`config.mk`:
```
export PLATFORM = sky130hd
export DESIGN_NAME = cscan_disk_scheduler
export DESIGN_NICKNAME = d
export VERILOG_FILES = /design/src/rtl/cscan_pkg.sv /design/src/rtl/cscan_cell.sv /design/src/rtl/cscan_disk_scheduler.sv
export SDC_FILE = /design/constraint.sdc
export NUM_CORES = 2
export LEC_CHECK = 0
export BUFFER_PORTS_ARGS = -buffer_cell sky130_fd_sc_hd__clkbuf_2
export CAP_MARGIN = 20
export CORE_ASPECT_RATIO = 1.25
export CORE_MARGIN = 2
export CORE_UTILIZATION = 55
export DETAILED_ROUTE_END_ITERATION = 8
export GPL_ROUTABILITY_DRIVEN = 1
export HOLD_SLACK_MARGIN = 0.02
export PLACE_DENSITY_LB_ADDON = 0.12
export SYNTH_ARGS = -nofsm -noshare
export SYNTH_HDL_FRONTEND = slang
export SYNTH_SLANG_ARGS = --single-unit
```
`constraint.sdc`:
```
create_clock -name clock -period 9.95 [get_ports clock]
set_input_delay 0.995 -clock clock [delete_from_list [all_inputs] [get_ports clock]]
set_output_delay 0.995 -clock clock [all_outputs]
set_load 0.02 [all_outputs]
```
`src/rtl/cscan_pkg.sv`:
```
// ----------------------------------------------------------------------------
// cscan_pkg
// Shared types and constants of the circular-scan disk scheduler.
// ----------------------------------------------------------------------------
package cscan_pkg;

   localparam int unsigned REQ_CYL_W = 16;
   localparam int unsigned STOP_W    = 16;
   localparam int unsigned SEEK_W    = 24;
   localparam int unsigned CSR_IDX_W = 2;
   localparam logic [SEEK_W-1:0] SEEK_MAX = 24'hFFFFFF;

   localparam logic [CSR_IDX_W-1:0] CSR_START_HEAD = 2'd0;
   localparam logic [CSR_IDX_W-1:0] CSR_DISK_END   = 2'd1;
   localparam logic [CSR_IDX_W-1:0] CSR_SWEEP_UP   = 2'd2;

   typedef enum logic [2:0] {
      ST_IDLE,
      ST_HEAD,
      ST_PASS1,
      ST_END1,
      ST_END2,
      ST_PASS2
   } state_type;

   // Control broadcast to every cell of the store chain
   typedef struct packed {
      logic insert;      // sorted insertion of the incoming cylinder
      logic rot_up;      // each cell takes its lower neighbor, bottom takes top
      logic rot_down;    // each cell takes its upper neighbor, top takes bottom
   } cell_ctrl_type;

endpackage

```
`src/rtl/cscan_cell.sv`:
```
// ----------------------------------------------------------------------------
// cscan_cell
// One entry of the sorted request chain: insert-by-compare and rotation.
// ----------------------------------------------------------------------------
module cscan_cell #(
   parameter int unsigned CYL_BITS = 16,
   parameter int unsigned CNT_W    = 6,
   parameter int unsigned IDX      = 0
) (
   input  logic                   clock,
   input  cscan_pkg::cell_ctrl_type ctrl,
   input  logic [CNT_W-1:0]       count,
   input  logic [CYL_BITS-1:0]    cyl,
   input  logic [CYL_BITS-1:0]    lower_val,
   input  logic                   lower_gt,
   input  logic [CYL_BITS-1:0]    upper_val,
   output logic [CYL_BITS-1:0]    val,
   output logic                   gt
);
   import cscan_pkg::*;

   logic [CYL_BITS-1:0] val_ff;
   logic [CYL_BITS-1:0] val_in;
   logic                occupied;
   logic                at_tail;

   assign occupied = (CNT_W'(IDX) < count);
   assign at_tail  = (CNT_W'(IDX) == count);
   assign gt       = occupied && (val_ff > cyl);
   assign val      = val_ff;

   always_comb begin
      val_in = val_ff;
      if (ctrl.insert) begin
         // shift the larger entries up by one, drop the new one into the gap
         if (gt || at_tail) begin
            val_in = lower_gt ? lower_val : cyl;
         end
      end else if (ctrl.rot_up) begin
         val_in = lower_val;
      end else if (ctrl.rot_down) begin
         val_in = upper_val;
      end
   end

   always_ff @(posedge clock) begin
      val_ff <= val_in;
   end

endmodule

```
`src/rtl/cscan_disk_scheduler.sv`:
```
// A request item is inserted in the cycle it is taken; ready stays high while loading.
// The batch-end item starts service: the head stop is registered in ST_HEAD once the output is
// free; ready returns after ST_PASS1, ST_END1, ST_END2 and ST_PASS2, which all wait on a free
// output, the two passes being two full rotations of the request chain past its read cell.
// Throughput: one request item per cycle while loading.
// Reset (synchronous, active high) empties the store and clears the output.
// ----------------------------------------------------------------------------
// cscan_disk_scheduler
// Sorted request chain with circular-scan service order and seek totals.
// ----------------------------------------------------------------------------
module cscan_disk_scheduler #(
   parameter int unsigned MAX_REQUESTS = 32,
   parameter int unsigned CYL_BITS     = 16
) (
   input  logic        clock,
   input  logic        reset,
   input  logic        req_tvalid,
   output logic        req_tready,
   input  logic [15:0] req_tdata,   // [15:0] request_cylinder
   input  logic        req_tlast,   // batch_end
   output logic        rsp_tvalid,
   input  logic        rsp_tready,
   output logic [39:0] rsp_tdata,   // [15:0] stop_position, [39:16] seek_so_far
   output logic        rsp_tlast,   // sequence_end
   input  logic        csr_valid,
   output logic        csr_ready,
   input  logic [cscan_pkg::CSR_IDX_W-1:0] csr_index,
   input  logic [15:0] csr_wdata
);
   import cscan_pkg::*;

   localparam int unsigned CNT_W  = $clog2(MAX_REQUESTS + 1);
   localparam int unsigned MADE_W = $clog2(MAX_REQUESTS + 3);
   localparam int unsigned ROT_W  = (MAX_REQUESTS > 1) ? $clog2(MAX_REQUESTS) : 1;
   localparam int unsigned SUM_W  = ((CYL_BITS > SEEK_W) ? CYL_BITS : SEEK_W) + 1;

   state_type state_ff, state_in;

   logic [CYL_BITS-1:0] start_head_ff, start_head_in;
   logic [CYL_BITS-1:0] disk_end_ff, disk_end_in;
   logic                sweep_up_ff, sweep_up_in;

   logic [CNT_W-1:0]    count_ff, count_in;
   logic [MADE_W-1:0]   made_ff, made_in;
   logic [ROT_W-1:0]    rot_ff, rot_in;
   logic [CYL_BITS-1:0] head_now_ff, head_now_in;
   logic [SEEK_W-1:0]   seek_ff, seek_in;

   logic                rsp_valid_ff, rsp_valid_in;
   logic [39:0]         rsp_data_ff, rsp_data_in;
   logic                rsp_last_ff, rsp_last_in;

   cell_ctrl_type       ctrl;
   logic [CYL_BITS-1:0] cyl;
   logic [CYL_BITS-1:0] cell_val [MAX_REQUESTS];
   logic                cell_gt  [MAX_REQUESTS];

   logic                req_take;
   logic                out_free;
   logic [CYL_BITS-1:0] scan_val;
   logic                scan_occ;
   logic                scan_below;
   logic                scan_sel;
   logic                pass2;
   logic                rot_last;
   logic                emit;
   logic [CYL_BITS-1:0] emit_pos;
   logic [CYL_BITS-1:0] seek_step;
   logic [SUM_W-1:0]    seek_sum;
   logic [SEEK_W-1:0]   seek_sat;
   logic                emit_last;

   assign cyl        = CYL_BITS'(req_tdata);
   assign req_tready = (state_ff == ST_IDLE);
   assign req_take   = req_tvalid && req_tready;
   assign out_free   = !rsp_valid_ff || rsp_tready;
   assign csr_ready  = 1'b1;

   assign rsp_tvalid = rsp_valid_ff;
   assign rsp_tdata  = rsp_data_ff;
   assign rsp_tlast  = rsp_last_ff;

   // ---------------------------------------------------------------- chain
   for (genvar i = 0; i < MAX_REQUESTS; i++) begin : g_cell
      localparam int unsigned LO = (i == 0) ? MAX_REQUESTS - 1 : i - 1;
      localparam int unsigned HI = (i == MAX_REQUESTS - 1) ? 0 : i + 1;
      logic lower_gt;
      assign lower_gt = (i == 0) ? 1'b0 : cell_gt[LO];
      cscan_cell #(
         .CYL_BITS (CYL_BITS),
         .CNT_W    (CNT_W),
         .IDX      (i)
      ) u_cell (
         .clock     (clock),
         .ctrl      (ctrl),
         .count     (count_ff),
         .cyl       (cyl),
         .lower_val (cell_val[LO]),
         .lower_gt  (lower_gt),
         .upper_val (cell_val[HI]),
         .val       (cell_val[i]),
         .gt        (cell_gt[i])
      );
   end

   // ---------------------------------------------------------------- scan read
   // Upward reads cell 0 while rotating down (ascending); downward reads the
   // top cell while rotating up (descending). Either way rot_ff names the entry.
   assign scan_val   = sweep_up_ff ? cell_val[0] : cell_val[MAX_REQUESTS-1];
   assign scan_occ   = sweep_up_ff ? (CNT_W'(rot_ff) < count_ff)
                       : ((CNT_W'(MAX_REQUESTS - 1) - CNT_W'(rot_ff)) < count_ff);
   assign scan_below = (scan_val < start_head_ff);
   assign pass2      = (state_ff == ST_PASS2);
   assign scan_sel   = scan_occ && (scan_below == (pass2 ^ !sweep_up_ff));
   assign rot_last   = (rot_ff == ROT_W'(MAX_REQUESTS - 1));

   // ---------------------------------------------------------------- seek math
   assign seek_step = (emit_pos >= head_now_ff) ? emit_pos - head_now_ff
                                                : head_now_ff - emit_pos;
   assign seek_sum  = SUM_W'(seek_ff) + SUM_W'(seek_step);
   assign seek_sat  = (seek_sum > SUM_W'(SEEK_MAX)) ? SEEK_MAX : seek_sum[SEEK_W-1:0];
   assign emit_last = (made_ff == MADE_W'(count_ff) + MADE_W'(2));

   // ---------------------------------------------------------------- control
   always_comb begin
      state_in      = state_ff;
      count_in      = count_ff;
      made_in       = made_ff;
      rot_in        = rot_ff;
      head_now_in   = head_now_ff;
      seek_in       = seek_ff;
      rsp_valid_in  = rsp_valid_ff && !rsp_tready;
      rsp_data_in   = rsp_data_ff;
      rsp_last_in   = rsp_last_ff;
      ctrl          = '0;
      emit          = 1'b0;
      emit_pos      = scan_val;

      case (state_ff)
         ST_IDLE: begin
            if (req_take) begin
               if (count_ff < CNT_W'(MAX_REQUESTS)) begin
                  ctrl.insert = 1'b1;
                  count_in    = count_ff + CNT_W'(1);
               end
               if (req_tlast) begin
                  state_in = ST_HEAD;
               end
            end
         end
         ST_HEAD: begin
            if (out_free) begin
               rsp_valid_in = 1'b1;
               rsp_data_in  = {SEEK_W'(0), STOP_W'(start_head_ff)};
               rsp_last_in  = 1'b0;
               head_now_in  = start_head_ff;
               seek_in      = '0;
               made_in      = MADE_W'(1);
               rot_in       = '0;
               state_in     = ST_PASS1;
            end
         end
         ST_PASS1, ST_PASS2: begin
            if (out_free) begin
               emit          = scan_sel;
               ctrl.rot_up   = !sweep_up_ff;
               ctrl.rot_down = sweep_up_ff;
               rot_in        = rot_ff + ROT_W'(1);
               if (rot_last) begin
                  rot_in = '0;
                  if (pass2) begin
                     count_in = '0;
                     state_in = ST_IDLE;
                  end else begin
                     state_in = ST_END1;
                  end
               end
            end
         end
         ST_END1: begin
            emit_pos = sweep_up_ff ? disk_end_ff : '0;
            if (out_free) begin
               emit     = 1'b1;
               state_in = ST_END2;
            end
         end
         ST_END2: begin
            emit_pos = sweep_up_ff ? '0 : disk_end_ff;
            if (out_free) begin
               emit     = 1'b1;
               state_in = ST_PASS2;
            end
         end
         default: begin
            state_in = ST_IDLE;
         end
      endcase

      if (emit) begin
         rsp_valid_in = 1'b1;
         rsp_data_in  = {seek_sat, STOP_W'(emit_pos)};
         rsp_last_in  = emit_last;
         head_now_in  = emit_pos;
         seek_in      = seek_sat;
         made_in      = made_ff + MADE_W'(1);
      end
   end

   // ---------------------------------------------------------------- csr
   always_comb begin
      start_head_in = start_head_ff;
      disk_end_in   = disk_end_ff;
      sweep_up_in   = sweep_up_ff;
      if (csr_valid && csr_ready) begin
         case (csr_index)
            CSR_START_HEAD: start_head_in = CYL_BITS'(csr_wdata);
            CSR_DISK_END:   disk_end_in   = CYL_BITS'(csr_wdata);
            CSR_SWEEP_UP:   sweep_up_in   = csr_wdata[0];
            default: begin
               start_head_in = start_head_ff;
            end
         endcase
      end
   end

   always_ff @(posedge clock) begin
      if (reset) begin
         state_ff      <= ST_IDLE;
         count_ff      <= '0;
         made_ff       <= '0;
         rot_ff        <= '0;
         head_now_ff   <= '0;
         seek_ff       <= '0;
         rsp_valid_ff  <= 1'b0;
         start_head_ff <= '0;
         disk_end_ff   <= CYL_BITS'(16'hFFFF);
         sweep_up_ff   <= 1'b1;
      end else begin
         state_ff      <= state_in;
         count_ff      <= count_in;
         made_ff       <= made_in;
         rot_ff        <= rot_in;
         head_now_ff   <= head_now_in;
         seek_ff       <= seek_in;
         rsp_valid_ff  <= rsp_valid_in;
         start_head_ff <= start_head_in;
         disk_end_ff   <= disk_end_in;
         sweep_up_ff   <= sweep_up_in;
      end
   end

   always_ff @(posedge clock) begin
      rsp_data_ff <= rsp_data_in;
      rsp_last_ff <= rsp_last_in;
   end

endmodule

```
==> qor.yml <==
logic_synthesis:
  async_flop_share: 0
  synth_edf_count: 553
  yosysTopAreaCellShare: 0.359
  synth_common_cells: "ha_1, edfxtp_1, nor2_1"
  synth-seq-area-share: 0.399
  post_synth.cell_area_avg_um2: 10.1
  synth-main-ff-cell: "edfxtp_1"
  synth_most_common_cell: "ha_1"
  syn_nets: 5225
  syn_inst: 4606
  yosysWarnings: 0
  synth_area_leaders: "edfxtp_1, ha_1, dfxtp_1"
  synth_seq_cells: 647
  yosys.area.top_type: "edfxtp_1"
  synth_area_um2: 46300
  synth.distinct_cells: 88
clock_tree:
  post-cts-setup-buffers: 0
  clock_sinks: 647
  cts_buffers: 74
  h-tree-depth: 3
  clk_pin_slew_ns: 0.06
  cts_resized: 0
  ctsHoldBuffers: 0
  cts_tree: "done"
  cts_buffer_depth: 3
  root_buffer: "clkbuf_16"
  clkLatencyLatePin_ns: 0.66
worst_setup_path:
  regToRegEndpoint: "rsp_tdata[33]"
  required_ns: 10.33
  crit_fanout: 25
  crit_path_start_kind: "register"
  crit_arrival_ns: 7.64
  rrSetupSlack_ns: 2.69
  worstSetupPathType: "register to register"
  r2r_cells: 24
  crit_path_end_kind: "register"
  r2r_start: "state_ff[2]"
timing:
  setup_tns_ns: 0
  finalClockSkew_ns: 0.0264
  setup_violations: 0
  fmax_mhz: 138
  whs_ns: 0.459
  final.min_clock_period_ns: 7.26
  period_share: 0.730
  max_slew_margin: 0.223
  finalHoldViolCount: 0
  rsz0062_at_grt: "false"
  drv_slew: 0
  tightestPinTransition_ns: 1.14
grt:
  first_global_vias: 39300
  grt_usage: 0.380
  antenna_found_initial: 1
  grt_max_degree: 222
  gr-total-overflow: 0
  grt_pass1_wl_um: 248000
worst_hold_path:
  hold_class: "register to register"
  hold-path-cell-count: 2
  min_from: "start_head_ff[14]"
  hold-path-endpoint: "start_head_ff[14]"
power_and_ir_drop:
  power_density_nw_per_um2: 320
  ir_drop_mv: 0.277
  p_leak_nw: 20.2
job:
  max_cap_violations: 0
floorplan:
  core_area_um2: 83800
  rows: 119
  io-pin-count: 84
  start_util: 0.552
  fp.dieH_um: 328
  die_x_um: 264
  dieArea_um2: 86600
placement:
  place_congestion: 1.01
  dp_hpwl_um: 119000
  dpl-instance-area_um2: 48000
  io_buffers: 82
status:
  status: "finished clean"
finish:
  multi_input_area_um2: 25900
  fin_nets: 5216
  num-fill-cells: 7154
  areaGrowthSynthToFinish_pct: 8.79
  seq_area_um2: 18500
  finalInstanceArea_um2: 50400
  final_layout_size_suffix_gt1_frac: 0.150
route:
  drtIter0Drc: 4378
  wl_per_cell_um: 29.2
  drtPass1Iterations: 6
  vias: 40200
  final_antenna_net_count: 0
  routed_wl_um: 168000
  viasPerCell: 6.99
  post-route-drc-count: 0
## cell families after synthesis
group / synth area share
compound gates: 0.243
xor+xnor: 0.00851
fa+ha+maj: 0.157
buf+inv: 0.0458
flops: 0.399
mux: 0.0166
other cells: 0.0000810
simple gates: 0.130
## worst max-delay path by stage
stage	start	end	slack, ns	cells after the start
6_report	state_ff[2]	rsp_tdata[33]	2.69	24
5_1_grt	state_ff[2]	rsp_tdata[33]	2.25	24
4_1_cts	state_ff[2]	rsp_tdata[33]	2.78	24
3_5_place_dp	state_ff[2]	rsp_tdata[33]	2.80	24
3_3_place_gp	state_ff[2]	rsp_tdata[35]	2.83	24
2_1_floorplan	sweep_up_ff	rsp_tdata[22]	4.00	26
## sequential cells by signal, indices dropped and copies added, names as in the netlist
register / cells
count_ff: 6
disk_end_ff: 16
g_cell.u_cell.val: 512
head_now_ff: 16
made_ff: 6
rot_ff: 5
rsp_tdata: 40
rsp_tlast: 1
rsp_tvalid: 1
seek_ff: 24
start_head_ff: 16
state_ff: 3
sweep_up_ff: 1
## layer usage
| metal | wire, um | track usage | share of wire |
|---|---|---|---|
| met1 | 61700 | 0.454 | 0.37 |
| met2 | 78200 | 0.629 | 0.47 |
| met4 | 13100 | 0.259 | 0.078 |
| met5 | 13 | 0 | 0.000078 |
| met3 | 14600 | 0.0631 | 0.087 |
## per-stage QoR
step / power (mW) / cells / setup slack [ns] / util
final: 16.1 / 5746 / 2.69 / 0.601
after global routing: 17.0 / 5745 / 2.25 / 0.601
after CTS: 16.0 / 5740 / 2.78 / 0.600
after detailed placement: 13.2 / 5605 / 2.80 / 0.572
after global placement: 13.1 / 5603 / 2.83 / 0.572
after floorplan: 10.7 / 4606 / 4.00 / -
## layout make-up
cell class / count / share of cell area
clock buffer: 90 / 0.0398
sequential: 647 / 0.367
tap: 1089 / 0.0270
timing repair buffer: 212 / 0.0282
inverter: 234 / 0.0174
clock inverter: 45 / 0.00685
multi-input combinational: 3428 / 0.514
antenna: 1 / 0.0000497
## cells in the final DEF, fill, tap and decap left out, types with 39 or more instances in the layout
cell       netlist  final
a211oi_1        40     39
a21o_1         163    163
a21oi_1        286    285
a221oi_1       111    111
a31oi_1         44     43
buf_4            3    126
clkbuf_16        0     77
clkbuf_2         0     81
dfxtp_1         94     94
edfxtp_1       553    553
ha_1           576    576
inv_1          221    205
mux2i_1         59     59
nand2_1        254    253
nand2b_1        59     59
nand3_1        160    160
nand4_1         98     98
nor2_1         384    368
nor2b_1         44     44
nor3_1          49     49
o21a_1          87     87
o21ai_0        123    109
o21ai_1         53     65
o221a_1         92     92
o221a_2        166    166
o22ai_1         72     72
or2_2           99     99
## report_power, final
group	leakage (nW)	internal (mW)	switching, mW
Combinational	13.2	3.16	4.96
Sequential	5.83	4.37	0.859
Clock	1.16	1.52	1.22
Total	20.2	9.06	7.05
## critical path, cell delays in order (launching register included)
cell	delay [ns]
dfxtp_1	0.62
nor2b_1	0.12
and2_1	0.21
a21oi_2	0.38
buf_4	0.38
a22oi_1	0.14
inv_1	0.19
ha_1	0.36
nand2_1	0.18
nor3_1	0.27
a221oi_2	0.12
nor2_2	0.65
mux2i_1	0.16
a221oi_1	0.50
o21ai_1	0.13
xnor2_1	0.24
ha_1	0.35
and3_1	0.22
a22o_1	0.21
nor4_1	0.27
a21oi_1	0.18
a221oi_1	0.61
nand2b_1	0.25
xor2_1	0.16
a21oi_1	0.08
No activity file was read; power rests on OpenSTA's default activity.
